File: config.mk
export PLATFORM = sky130hd
export DESIGN_NAME = joystick_frame_decoder_unit
export DESIGN_NICKNAME = d
export VERILOG_FILES = /design/src/design/jfd_pkg.sv /design/src/design/jfd_parser.sv /design/src/design/joystick_frame_decoder_unit.sv
export SDC_FILE = /design/constraint.sdc
export NUM_CORES = 1
export LEC_CHECK = 0
export BUFFER_PORTS_ARGS = -buffer_cell sky130_fd_sc_hd__buf_2
export CORE_MARGIN = 2
export CORE_UTILIZATION = 55
export DETAILED_ROUTE_END_ITERATION = 8
export PLACE_DENSITY = 0.73
export SETUP_SLACK_MARGIN = 0.4
export SLEW_MARGIN = 20
export SYNTH_ARGS = -nofsm -noshare
export SYNTH_HDL_FRONTEND = slang
export SYNTH_SLANG_ARGS = --single-unit
File: constraint.sdc
create_clock -name clk -period 6 [get_ports clk]
set_input_delay 0.3 -clock clk [delete_from_list [all_inputs] [get_ports clk]]
set_output_delay 0.3 -clock clk [all_outputs]
set_load 0.005 [all_outputs]
File: src/design/jfd_pkg.sv
// shared types and constants of the joystick frame decoder
package jfd_pkg;

	// characters of the frame syntax
	localparam logic [7:0] CHAR_LBRACKET = 8'h5B;
	localparam logic [7:0] CHAR_RBRACKET = 8'h5D;
	localparam logic [7:0] CHAR_COMMA    = 8'h2C;
	localparam logic [7:0] CHAR_PLUS     = 8'h2B;
	localparam logic [7:0] CHAR_MINUS    = 8'h2D;
	localparam logic [7:0] CHAR_ZERO     = 8'h30;
	localparam logic [7:0] CHAR_NINE     = 8'h39;
	localparam logic [7:0] CHAR_SPACE    = 8'h20;
	localparam logic [7:0] CHAR_NUL      = 8'h00;

	// tag text "joystick"
	localparam logic [3:0] TAG_LEN = 4'd8;

	// configuration register indexes
	localparam logic [1:0] REG_SPEED_GAIN = 2'd0;
	localparam logic [1:0] REG_TURN_GAIN  = 2'd1;
	localparam logic [1:0] REG_DEAD_ZONE  = 2'd2;

	// reset values of the configuration registers
	localparam logic [7:0] SPEED_GAIN_RST = 8'd8;
	localparam logic [7:0] TURN_GAIN_RST  = 8'd32;
	localparam logic [6:0] DEAD_ZONE_RST  = 7'd5;

	// closed frame with its two raw fields
	typedef struct packed {
		logic       valid;
		logic [7:0] lv;
		logic [7:0] rh;
	} frame_evt_t;

	// character of the tag at a given position
	function automatic logic [7:0] tag_char(input logic [2:0] pos);
		logic [7:0] c;
		case (pos)
			3'd0: c = 8'h6A; // j
			3'd1: c = 8'h6F; // o
			3'd2: c = 8'h79; // y
			3'd3: c = 8'h73; // s
			3'd4: c = 8'h74; // t
			3'd5: c = 8'h69; // i
			3'd6: c = 8'h63; // c
			default: c = 8'h6B; // k
		endcase
		return c;
	endfunction

endpackage

File: src/design/jfd_parser.sv
// byte-wise frame parser: tag check, token count and the two number fields
module jfd_parser (
	input  logic               clk,
	input  logic               arst_n,
	input  logic               byte_en,
	input  logic [7:0]         byte_data,
	output jfd_pkg::frame_evt_t evt
);

	// number conversion phases
	localparam logic [1:0] PH_SPACE  = 2'd0;
	localparam logic [1:0] PH_DIGITS = 2'd1;
	localparam logic [1:0] PH_STOP   = 2'd2;

	logic       in_frame_q, in_frame_d;
	logic [2:0] token_index_q, token_index_d;
	logic       token_open_q, token_open_d;
	logic [3:0] tag_position_q, tag_position_d;
	logic       tag_mismatch_q, tag_mismatch_d;
	logic [1:0] number_phase_q, number_phase_d;
	logic       number_negative_q, number_negative_d;
	logic [7:0] number_acc_q, number_acc_d;
	logic [7:0] held_speed_q, held_speed_d;
	logic       nul_seen_q, nul_seen_d;

	logic       do_close;
	logic [2:0] tok_n;
	logic [7:0] fin_val;
	logic       is_space;
	logic       is_digit;
	logic       num_skip;

	always_comb begin
		in_frame_d        = in_frame_q;
		token_index_d     = token_index_q;
		token_open_d      = token_open_q;
		tag_position_d    = tag_position_q;
		tag_mismatch_d    = tag_mismatch_q;
		number_phase_d    = number_phase_q;
		number_negative_d = number_negative_q;
		number_acc_d      = number_acc_q;
		held_speed_d      = held_speed_q;
		nul_seen_d        = nul_seen_q;
		evt               = '0;
		do_close          = 1'b0;
		num_skip          = 1'b0;
		is_space = (byte_data == jfd_pkg::CHAR_SPACE) || (byte_data inside {[8'd9:8'd13]});
		is_digit = (byte_data >= jfd_pkg::CHAR_ZERO) && (byte_data <= jfd_pkg::CHAR_NINE);
		fin_val  = number_negative_q ? 8'(8'd0 - number_acc_q) : number_acc_q;
		tok_n    = token_index_q - 3'd1;

		if (byte_en) begin
			if (!in_frame_q) begin
				// wait for an opening bracket
				if (byte_data == jfd_pkg::CHAR_LBRACKET) begin
					in_frame_d        = 1'b1;
					token_index_d     = '0;
					token_open_d      = 1'b0;
					tag_position_d    = '0;
					tag_mismatch_d    = 1'b0;
					number_phase_d    = PH_SPACE;
					number_negative_d = 1'b0;
					number_acc_d      = '0;
					held_speed_d      = '0;
					nul_seen_d        = 1'b0;
				end
			end else if (byte_data == jfd_pkg::CHAR_RBRACKET) begin
				do_close   = 1'b1;
				in_frame_d = 1'b0;
			end else if (!nul_seen_q) begin
				if (byte_data == jfd_pkg::CHAR_NUL) begin
					do_close   = 1'b1;
					nul_seen_d = 1'b1;
				end else if (byte_data == jfd_pkg::CHAR_COMMA) begin
					do_close = 1'b1;
				end else begin
					// start a new token on its first character
					if (!token_open_q) begin
						token_open_d = 1'b1;
						if (token_index_q != 3'd7)
							token_index_d = token_index_q + 3'd1;
						if (token_index_d == 3'd3 || token_index_d == 3'd4) begin
							number_phase_d    = PH_SPACE;
							number_negative_d = 1'b0;
							number_acc_d      = '0;
						end
					end
					tok_n = token_index_d - 3'd1;
					if (tok_n == 3'd0) begin
						// tag compare
						if (tag_position_q < jfd_pkg::TAG_LEN &&
							byte_data == jfd_pkg::tag_char(tag_position_q[2:0]))
							tag_position_d = tag_position_q + 4'd1;
						else
							tag_mismatch_d = 1'b1;
					end else if (tok_n == 3'd2 || tok_n == 3'd3) begin
						// atoi-like number conversion
						if (number_phase_d == PH_SPACE) begin
							if (is_space) begin
								num_skip = 1'b1;
							end else if (byte_data == jfd_pkg::CHAR_PLUS ||
								byte_data == jfd_pkg::CHAR_MINUS) begin
								number_negative_d = (byte_data == jfd_pkg::CHAR_MINUS);
								number_phase_d    = PH_DIGITS;
								num_skip          = 1'b1;
							end else begin
								number_phase_d = PH_DIGITS;
							end
						end
						if (!num_skip && number_phase_d == PH_DIGITS) begin
							if (is_digit)
								number_acc_d = 8'((number_acc_d << 3) + (number_acc_d << 1)
									+ (byte_data - jfd_pkg::CHAR_ZERO));
							else
								number_phase_d = PH_STOP;
						end
					end
				end
			end

			// token close: latch the finished field value
			if (do_close) begin
				if (token_open_q) begin
					if (tok_n == 3'd2) begin
						held_speed_d = fin_val;
					end else if (tok_n == 3'd3) begin
						number_acc_d      = fin_val;
						number_negative_d = 1'b0;
						number_phase_d    = PH_STOP;
					end
				end
				token_open_d = 1'b0;
			end

			// frame end with a good tag and enough tokens
			if (in_frame_q && byte_data == jfd_pkg::CHAR_RBRACKET) begin
				evt.valid = (token_index_q >= 3'd4) && !tag_mismatch_q &&
					(tag_position_q == jfd_pkg::TAG_LEN);
				evt.lv    = held_speed_d;
				evt.rh    = number_acc_d;
			end
		end
	end

	// parser state
	always_ff @(posedge clk or negedge arst_n) begin
		if (!arst_n) begin
			in_frame_q        <= 1'b0;
			token_index_q     <= '0;
			token_open_q      <= 1'b0;
			tag_position_q    <= '0;
			tag_mismatch_q    <= 1'b0;
			number_phase_q    <= PH_SPACE;
			number_negative_q <= 1'b0;
			number_acc_q      <= '0;
			held_speed_q      <= '0;
			nul_seen_q        <= 1'b0;
		end else begin
			in_frame_q        <= in_frame_d;
			token_index_q     <= token_index_d;
			token_open_q      <= token_open_d;
			tag_position_q    <= tag_position_d;
			tag_mismatch_q    <= tag_mismatch_d;
			number_phase_q    <= number_phase_d;
			number_negative_q <= number_negative_d;
			number_acc_q      <= number_acc_d;
			held_speed_q      <= held_speed_d;
			nul_seen_q        <= nul_seen_d;
		end
	end

	// a result only comes from a closing bracket inside a frame
	a_evt_on_close: assert property (@(posedge clk) disable iff (!arst_n)
		evt.valid |-> (byte_en && in_frame_q && byte_data == jfd_pkg::CHAR_RBRACKET))
		else $error("frame event without closing bracket");

	// tag position never runs past the tag length
	a_tag_bound: assert property (@(posedge clk) disable iff (!arst_n)
		tag_position_q <= jfd_pkg::TAG_LEN)
		else $error("tag position out of range");

endmodule

File: src/design/joystick_frame_decoder_unit.sv
// top level of the joystick frame decoder: parser, scaling stage, output register
//
//  channel   | dir | word                                        | handshake
//  s_axis    | in  | tdata[7:0] rx_byte                          | tvalid/tready
//  m_axis    | out | tdata[15:0] speed_target, [31:16] turn_cmd  | tvalid/tready
//  cfg       | in  | cfg_index, cfg_data                         | cfg_we, no wait
//
// one byte is taken every cycle while s_axis_tready is high; the parser state updates on the byte itself
// a result runs from the s1 event register to the output register, which drives m_axis_tvalid
// the s1 event register and the output register hold up to two results
// s_axis_tready drops only while s1 holds a result and the output is stalled
// arst_n clears the parser, the pipeline valids and the gains to their defaults
module joystick_frame_decoder_unit (
	input  logic        clk,
	input  logic        arst_n,
	input  logic        s_axis_tvalid,
	output logic        s_axis_tready,
	input  logic [7:0]  s_axis_tdata,   // [7:0] rx_byte
	output logic        m_axis_tvalid,
	input  logic        m_axis_tready,
	output logic [31:0] m_axis_tdata,   // [15:0] speed_target, [31:16] turn_cmd
	input  logic        cfg_we,
	input  logic [1:0]  cfg_index,
	input  logic [7:0]  cfg_data
);

	logic                byte_acc;
	jfd_pkg::frame_evt_t evt;

	logic       valid_s1;
	logic [7:0] lv_s1;
	logic [7:0] rh_s1;

	logic       out_free;
	logic       adv_s1;
	logic       m_valid_q;
	logic [15:0] speed_q;
	logic [15:0] turn_q;

	logic [7:0] speed_gain_q;
	logic [7:0] turn_gain_q;
	logic [6:0] dead_zone_q;

	logic [7:0]  rh_mag;
	logic        in_dead;
	logic [15:0] spd_prod;
	logic [15:0] trn_prod;

	// configuration registers
	always_ff @(posedge clk or negedge arst_n) begin
		if (!arst_n) begin
			speed_gain_q <= jfd_pkg::SPEED_GAIN_RST;
			turn_gain_q  <= jfd_pkg::TURN_GAIN_RST;
			dead_zone_q  <= jfd_pkg::DEAD_ZONE_RST;
		end else if (cfg_we) begin
			case (cfg_index)
				jfd_pkg::REG_SPEED_GAIN: speed_gain_q <= cfg_data;
				jfd_pkg::REG_TURN_GAIN:  turn_gain_q  <= cfg_data;
				jfd_pkg::REG_DEAD_ZONE:  dead_zone_q  <= cfg_data[6:0];
				default: ;
			endcase
		end
	end

	// handshake control
	assign out_free      = !m_valid_q || m_axis_tready;
	assign adv_s1        = valid_s1 && out_free;
	assign s_axis_tready = !valid_s1 || out_free;
	assign byte_acc      = s_axis_tvalid && s_axis_tready;

	jfd_parser u_parser (
		.clk       (clk),
		.arst_n    (arst_n),
		.byte_en   (byte_acc),
		.byte_data (s_axis_tdata),
		.evt       (evt)
	);

	// event register
	always_ff @(posedge clk or negedge arst_n) begin
		if (!arst_n) begin
			valid_s1 <= 1'b0;
		end else if (byte_acc) begin
			valid_s1 <= evt.valid;
		end else if (adv_s1) begin
			valid_s1 <= 1'b0;
		end
	end

	always_ff @(posedge clk) begin
		if (byte_acc && evt.valid) begin
			lv_s1 <= evt.lv;
			rh_s1 <= evt.rh;
		end
	end

	// scaling: signed field times unsigned gain, turn forced to zero in dead zone
	assign rh_mag   = rh_s1[7] ? 8'(8'd0 - rh_s1) : rh_s1;
	assign in_dead  = rh_mag < {1'b0, dead_zone_q};
	assign spd_prod = 16'($signed(lv_s1) * $signed({1'b0, speed_gain_q}));
	assign trn_prod = 16'($signed(rh_s1) * $signed({1'b0, turn_gain_q}));

	// output register
	always_ff @(posedge clk or negedge arst_n) begin
		if (!arst_n) begin
			m_valid_q <= 1'b0;
		end else if (adv_s1) begin
			m_valid_q <= 1'b1;
		end else if (m_axis_tready) begin
			m_valid_q <= 1'b0;
		end
	end

	always_ff @(posedge clk) begin
		if (adv_s1) begin
			speed_q <= spd_prod;
			turn_q  <= in_dead ? 16'd0 : trn_prod;
		end
	end

	assign m_axis_tvalid = m_valid_q;
	assign m_axis_tdata  = {turn_q, speed_q};

	// a result inside the dead zone leaves with zero turn
	a_dead_zero: assert property (@(posedge clk) disable iff (!arst_n)
		(adv_s1 && in_dead) |=> (m_axis_tdata[31:16] == 16'd0))
		else $error("turn not zero inside dead zone");

	// a held s1 result is not dropped while the output stalls
	a_s1_hold: assert property (@(posedge clk) disable iff (!arst_n)
		(valid_s1 && !out_free) |=> valid_s1)
		else $error("s1 result lost under stall");

	// input side stalls only when both stages are occupied
	a_ready_cause: assert property (@(posedge clk) disable iff (!arst_n)
		!s_axis_tready |-> (valid_s1 && m_valid_q))
		else $error("input stalled without full pipeline");

	// an advancing s1 result always shows up on the output
	a_adv_out: assert property (@(posedge clk) disable iff (!arst_n)
		adv_s1 |=> m_axis_tvalid)
		else $error("advanced result missing on output");

endmodule
Word level (Yosys, flattened, before mapping)
Index checks and enable logic that the tools add are counted.
{"block": "totals", "reg_bits": 103, "inputBits": 23, "out_inout_bits": 34, "elab_cells": 275}
{"block": "op_classes", "addsub": 9, "n_mul": 2, "magnitude_cmp": 7, "n_eq_ne": 35, "mux": 165, "n_reduce_logical": 38}
{"op": "$mux W8", "n": 36}
{"op": "$mux W3", "n": 27}
{"op": "$mux W2", "n": 32}
{"op": "$mux W1", "n": 59}
{"op": "$pmux W5 S7", "n": 1}
{"op": "$mux W17", "n": 2}
{"op": "$eq A8 B6 Y1 const B", "n": 4}
{"op": "$mul A8 B9 Y16", "n": 2}
{"op": "$mux W4", "n": 8}
{"op": "$eq A3 B2 Y1 const B", "n": 7}
{"op": "$add A8 B8 Y8", "n": 2}
{"op": "$eq A8 B7 Y1 const B", "n": 2}
{"op": "$reduce_and A8 Y1", "n": 2}
{"op": "$sub A1 B8 Y8 const A", "n": 2}
{"op": "$ne A3 B3 Y1 const B", "n": 5}
{"op": "$ne A2 B2 Y1 const B", "n": 7}
{"op": "$eq A3 B3 Y1 const B", "n": 4}
{"op": "$reduce_and A6 Y1", "n": 2}
{"op": "$logic_and A1 B1 Y1", "n": 10}
{"op": "$eq A8 B8 Y1", "n": 1}
{"op": "$ge A8 B4 Y1 const B", "n": 1}
{"op": "$ge A8 B6 Y1 const B", "n": 1}
{"op": "$le A8 B4 Y1 const B", "n": 1}
{"op": "$le A8 B6 Y1 const B", "n": 1}
{"op": "20 further kinds", "n": 37}

Longest topological paths before layout
Gate-level depths: netlist of run 1.
{"block": "logic_depth", "word_depth": 46, "depth_mapped": 21, "depth_no_buf": 19}

Hierarchy
A second synthesis of run 1 with hierarchy kept.
{"block": "hier_totals", "cells_unflattened": 1087, "area_unflattened_um2": 10417.5}
{"module": "joystick_frame_decoder_unit", "instances": 1, "cells_per_inst": 674, "area_per_inst_um2": 7199.4, "seq_area_each_um2": 2072.0}
{"module": "jfd_parser", "instances": 1, "cells_per_inst": 413, "area_per_inst_um2": 3218.1, "seq_area_each_um2": 750.7}

Worst setup path after synthesis of run 1
Ideal clock, no wire load.
{"block": "synth_timing", "path_kind": "reg-to-reg", "from": "register rh_s1[7]", "to": "register turn_q[15] (data pin)", "setup_time_ps": 266, "arrival_time_ps": 4222, "t_required_ps": 5734, "setup_slack_ps": 1512, "stages_incl_launch_ff": 16, "n_path_buf": 1, "synth_period_minus_slack_ps": 4488, "cell_sequence": "edfxtp_1 > clkbuf_1 > nand2b_1 > fa_1 > inv_1 > fa_1 > fa_1 > fa_1 > ha_1 > nor3_1 > nor2_1 > a311oi_1 > o21bai_1 > a21oi_1 > xnor2_1 > nor2_1"}
{"block": "synth_between", "elab_chain_len": 3, "word_cells_on_any_way": 4, "cone_classes": "1 x add/sub; 1 x mul; 1 x order compare; 1 x mux"}
{"element": "from (decl)", "line": "joystick_frame_decoder_unit.sv:32", "source": "logic [7:0] rh_s1;"}
{"element": "from (signal assigned)", "line": "joystick_frame_decoder_unit.sv:93", "source": "rh_s1 <= evt.rh;"}
{"element": "parallel branches: the longest is 3 deep, another holds $mul A8 B9 Y16"}
{"element": "to (signal assigned)", "line": "joystick_frame_decoder_unit.sv:117", "source": "turn_q <= in_dead ? 16'd0 : trn_prod;"}
{"element": "to (decl)", "line": "joystick_frame_decoder_unit.sv:38", "source": "logic [15:0] turn_q;"}
Parallel ways; which one is timed is not known.
A chain may end at the register's enable or synchronous reset.

Final worst setup path of run 1
Same ends and word-level chain as after synthesis.

==> qor.csv, run 1 <==
metric,value,unit
grt_max_degree,56,
final_cells,1298,
num_rows,49,
post_cts_resize_count,0,
gp_congestion,0.8818,
cp.arrival,4950,ps
io_buffers,56,
post_drt_wl_per_cell,15.51,µm
final_nets,1276,
cts.htree.levels,3,
num_vias,7265,
die_w,139.4,µm
first_pass_iters,4,
ys_seq_elements,103,
synth_enable_flop_cells,48,
diodes,0,
netlist_area,10080,µm²
gr-total-overflow,0,
cts_setup_buffers,0,
grt_pass1_vias,7146,
period_needed,4834,ps
ir_worst_vdd,177.8,µV
syn_nets,1239,
path_class,reg2reg,
numCtsBuffers,9,
cts_tree,built,
reg2regPathDepth,16,
cts_hold_buf,0,
slowest_delay,580,ps
setup_viol,0,
syn_to_final_growth,7.473,%
num_io_pins,57,
crit_top_cell,fa_1,
clkLatencyLatePin,350,ps
ys.flop_type,dfrtp_1,
report.final.slew_viol_count,0,
cp-end-kind,flop,
drive_gt1_share,12.07,%
cp-start-kind,flop,
status,"complete, no violations",
r2r_start,rh_s1[7],
final_antenna_net_count,0,
avgSynthCellArea,9.815,µm²
clock.fmax,0.2069,GHz
hp-class,in2async,
core_region_area,17960,µm²
yosysWarnings,0,
root_buffer,clkbuf_16,
cp.required,6110,ps
die_h,139.4,µm
grt_antenna_before_repair,0,
fin_tns_setup,0,ps
cp_max_fo,14,
ys_seq_area_share,28.00,%
viasPerCell,5.597,
async_reset_ff_share,53.40,%
period_share,80.57,%
drc,0,
fp.dieArea,19430,µm²
nFillCells,1543,
path_clk_slew,80,ps
initial_core_util,56.11,%
drtIter0Drc,448,
cp_slowest_cell,edfxtp_1,
power_density,192.6,nW/µm²
reg2reg_to,turn_q[15],
hold_viol,0,
synth.distinct_cells,77,
rsz0062_at_grt,false,
cts_buffer_depth,2,
timing.max_cap.violations,0,
drt_wl_total,20130,µm
grt_use_total,21.88,%
hpwl,15210,µm
skew,11.05,ps
grt_pass1_wl,35090,µm
r2r_setup_slack,1170,ps
path_cells,inv_1 > nor2_1 > fa_1 > inv_1 > fa_1 > fa_1 > fa_1 > inv_1 > ha_1 > nor3_1 > o21ai_0 > a311oi_1 > o21bai_1 > a21oi_1 > xnor2_1 > nor2_1,
slew_headroom,44.70,%
tightestPinTransition,827.2,ps
cts.sinks,103,
syn_inst,1027,
dp_cells,1282,
fin_util,60.31,%
leakage,0.005349,µW
## registers in the layout, indices dropped and copies added, names as in the netlist, 8 cells and up
signal	count
speed_q	16
turn_q	16
rh_s1	8
turn_gain_q	8
speed_gain_q	8
u_parser.held_speed_q	8
u_parser.number_acc_q	8
lv_s1	8
## through the flow
| stage | worst slack [ps] | instance area (µm²) | hold slack (ps) | total power, µW |
|---|---|---|---|---|
| 2_1_floorplan | 1512 | 10080 | 4.409 | 1292 |
| 3_3_place_gp | 1295 | 10490 | 460.4 | 1400 |
| 3_5_place_dp | 1194 | 10490 | 465.0 | 1418 |
| 4_1_cts | 1175 | 10830 | 126.0 | 2096 |
| 5_1_grt | 834.8 | 10830 | 174.5 | 2211 |
| 6_report | 1166 | 10830 | 95.98 | 2086 |
## worst max path at each step
stage                       to  depth (start not counted)     start  slack [ps]
floorplan           turn_q[15]                         15  rh_s1[7]        1510
global placement    turn_q[15]                         16  rh_s1[7]        1290
detailed placement  turn_q[15]                         16  rh_s1[7]        1190
CTS                 turn_q[15]                         16  rh_s1[7]        1170
global route        turn_q[15]                         16  rh_s1[7]         830
finish              turn_q[15]                         16  rh_s1[7]        1170
## cells by family after synthesis
kind of cell    after synthesis  synth area share [%]
buf+inv                     168                 7.001
flops                       103                 28.00
fa+ha+maj                   189                 29.27
compound gates              131                 8.962
mux                          42                 4.531
xor+xnor                     49                 4.258
simple gates                345                 17.97
## critical path, delay by kind of cell, from the launching register on
kind	cells	cell delay [ps]
adders and majority gates	5	2340
AOI/OAI and AO/OA	4	910
DFF	1	580
buffers and inverters	3	330
and+or+nand+nor	3	310
xor gates and xnor gates	1	140
## placed cells by master (no fill, tap or decap), types with 5 or more instances in the layout
cell       instances
inv_1            133
ha_1             111
nand2_1          104
fa_1              78
and2_1            70
buf_2             56
dfrtp_1           51
edfxtp_1          48
nor2_1            45
xnor2_1           32
o21ai_0           30
a21oi_1           30
nand3_1           27
mux2_2            25
nand2b_1          22
xor2_1            17
mux2i_1           16
nor3_1            14
nor2b_1           13
clkbuf_16         11
and3_1             9
a21o_1             7
o31ai_1            7
a32o_1             7
or3_1              6
nor4_1             6
o211ai_1           5
o21ai_1            5
## final cells by class
cell class                      instances  area [µm²]  area share, %
Multi-Input combinational cell        756        6568          60.63
Sequential cell                       103        2823          26.06
Inverter                              134       503.0          4.643
Timing Repair Buffer                   60       310.3          2.864
Clock buffer                           12       289.0          2.668
Tap cell                              229       286.5          2.645
Clock inverter                          4       53.80         0.4967
## layer usage
| metal | track usage [%] | share of wire [%] | vias to the layer above |
|---|---|---|---|
| li1 | - | - | 3514 |
| met1 | 31.15 | 46 | 3581 |
| met2 | 36.09 | 49 | 151 |
| met3 | 2.581 | 3.2 | 19 |
| met4 | 5.157 | 1.2 | 0 |
| met5 | 0 | 0 | - |
## cells in the mapped netlist (7+ instances only)
master    instances  area [µm²]
buf_6             9       101.4
dfrtp_1          51        1276
nor2b_1          13       81.33
nand3_1          27       135.1
nor2_1           45       168.9
o21ai_0          30       150.1
nand2b_1         22       137.6
a32o_1            7       70.07
and2_1           70       437.9
nand2_1         104       390.4
mux2i_1          16       160.2
inv_1           133       499.2
nor3_1           14       70.07
xor2_1           17       148.9
fa_1             78        1562
o31ai_1           7       52.55
clkbuf_1         21       78.83
mux2_2           25       281.5
a21o_1            7       52.55
a21oi_1          30       150.1
nor4_1            7       43.79
and3_1            9       56.30
xnor2_1          32       280.3
edfxtp_1         48        1441
ha_1            111        1389
## report_power, final
group | leakage, µW | internal, µW | total, µW | switching (µW)
sequential | 0.00118 | 799 | 904 | 105
clock | 0.000170 | 390 | 678 | 288
combinational | 0.00400 | 222 | 505 | 282
total | 0.00535 | 1410 | 2090 | 675
Power figures use the tool's default switching activity.
==> run 2: changes to the inputs <==
Clock period 6 ns to 4.7 ns, I/O delays scaled along.
==> qor.csv, run 2 (synthesis gave the netlist of run 1 again) <==
metric,value,unit,change
period_share,94.00,%,+13 points
drc,0,,unchanged
root_buffer,clkbuf_16,,
num_rows,49,,unchanged
pwr-share-seq,43.0,%,-0.3 points
leakage,0.005787,µW,+8.2%
initial_core_util,56.11,%,unchanged
hold_ws,17.23,ps,-78.75 ps
die_h,139.4,µm,unchanged
post_drt_wl_per_cell,16.14,µm,+4.1%
path_cells,buf_4 > nand2_2 > fa_1 > inv_2 > fa_1 > fa_1 > fa_1 > ha_4 > or3_1 > o21ai_1 > a21oi_2 > a211o_1 > a21o_1 > a21oi_2 > xnor2_1,,
cp-start-kind,flop,,
final_cell_mix,"126 x inv_1, 100 x nand2_1, 94 x ha_1, 76 x buf_4, 71 x fa_1",,
cp-end-kind,flop,,
r2r_start,lv_s1[5],,
num_vias,7704,,+6.0%
hp-class,in2async,,
setup_viol,0,,unchanged
path_clk_slew,70,ps,about the same
drt_wl_total,22370,µm,+11%
io_buffers,56,,unchanged
cp_slowest_cell,fa_1,,
swShare,33.36,%,+0.99 points
skew,6.915,ps,-4.132 ps
drtIter0Drc,491,,+9.6%
cts.sinks,103,,unchanged
gr-total-overflow,0,,unchanged
grt_pass1_wl,37050,µm,+5.6%
layout_commonest_cell,inv_1,,
core_region_area,17960,µm²,unchanged
cp_max_fo,5,,-9
cp.arrival,4520,ps,-430 ps
drive_gt1_share,25.41,%,+13 points
startpoint,lv_s1[5],,
grt_pass1_vias,7730,,+8.2%
reg2regPathDepth,15,,-1
status,"complete, no violations",,
grt_use_total,23.10,%,+1.2 points
cts.htree.levels,3,,unchanged
power_density,225.3,nW/µm²,+17%
timing.max_cap.violations,0,,unchanged
clock.fmax,0.2264,GHz,+9.4%
rsz0062_at_grt,true,,
fin_tns_setup,0,ps,unchanged
placed_area,10610,µm²,+1.2%
net-switching-power,895.5,µW,+33%
hpwl,15630,µm,+2.8%
viasPerCell,5.558,,-0.69%
ir_worst_vdd,276.2,µV,+55%
path_class,reg2reg,,
final_nets,1364,,+6.9%
crit_top_cell,fa_1,,
p_clk_share,28.4,%,-4.1 points
internal_power,1789,µW,+27%
tightestPinTransition,794.7,ps,-32.57 ps
slowest_delay,560,ps,-20 ps
final_cells,1386,,+6.8%
reg2reg_to,speed_q[15],,
reg_top3,"speed_q (16), turn_q (16)",,
gp_congestion,0.8544,,-3.1%
first_pass_iters,5,,+1
hold_viol,0,,unchanged
dp_cells,1294,,+0.94%
numCtsBuffers,9,,unchanged
grt_max_degree,56,,unchanged
grt_antenna_before_repair,0,,unchanged
fp.dieArea,19430,µm²,unchanged
period_needed,4418,ps,-416.4 ps
num_io_pins,57,,unchanged
report.final.slew_viol_count,0,,unchanged
die_w,139.4,µm,unchanged
final_antenna_net_count,0,,unchanged
cts_hold_buf,0,,unchanged
syn_to_final_growth,18.19,%,
diodes,0,,unchanged
cts_buffer_depth,2,,unchanged
share_comb_of_total_power,28.6,%,+4.4 points
slew_headroom,47.01,%,+2.3 points
cts_tree,built,,
clkLatencyLatePin,350,ps,about the same
cp.required,4810,ps,-1300 ps
r2r_setup_slack,280,ps,-880 ps
final_area,11910,µm²,+10%
[run 2: changes by cell type in the layout (fill, tap and decap cells not counted), moves of 11 or more]
cell / before / now
buf_6: 0 / 15
dfrtp_2: 0 / 11
buf_4: 4 / 76
ha_1: 111 / 94
ha_4: 0 / 14
dfrtp_1: 51 / 40
[run 2: worst max-delay path by stage]
| stage | cells past startpoint | to | slack (ps) |
|---|---|---|---|
| floorplan | 15 | turn_q[15] | 400 |
| global placement | 15 | turn_q[15] | 160 |
| detailed placement | 15 | turn_q[15] | 70 |
| CTS | 14 | speed_q[15] | 280 |
| global route | 15 | speed_q[15] | 180 |
| finish | 15 | speed_q[15] | 280 |
[run 2: area by class of cell]
class | count | area, µm²
flip-flops and latches | 103 | 2836
multi-input cells | 756 | 6963
clock inverters | 4 | 26.28
clock buffers | 12 | 267.8
repair buffers | 148 | 1030
well taps | 229 | 286.5
fillers | 1376 | 6051
inverters | 134 | 503.0
[run 2: power by group through the flow]
stage | Combinational [µW] | Sequential [µW] | Clock [µW]
after floorplan | 551 | 1100 | 0
after global placement | 643 | 1160 | 0
after detailed placement | 668 | 1170 | 0
after CTS | 727 | 1150 | 772
after global routing | 859 | 1170 | 814
final | 767 | 1150 | 763
[run 2: stage by stage]
stage / utilization [%] / power (µW) / setup WS [ps]
global placement: 59.05 / 1807 / 155.7
CTS: 63.73 / 2644 / 275.5
global route: 66.32 / 2837 / 180.2
floorplan: - / 1651 / 399.2
finish: 66.32 / 2684 / 282.1
detailed placement: 59.05 / 1837 / 72.86
[run 2: metal layers]
layer / global-route usage (%) / routed length [µm]
met5: 0 / 0
met4: 7.337 / 448
met3: 2.443 / 775
met2: 38.96 / 11240
met1: 31.55 / 9901
[run 2: what timing repair did]
action | in CTS | in global routing
pin swaps | 30 | 67
setup endpoints to repair | 9 | 19
hold endpoints to repair | 0 | 0
setup buffers | 48 | 28
gates resized for setup | 49 | 61
[run 2: critical path: cells and delay by family (launching register included)]
kind | cells | cell delay (ps)
buffers and inverters | 2 | 210
XOR/XNOR | 1 | 70
AO/OA/AOI/OAI | 5 | 780
flip-flops | 1 | 490
AND/OR/NAND/NOR | 2 | 350
adder cells (fa/ha/maj) | 5 | 2270
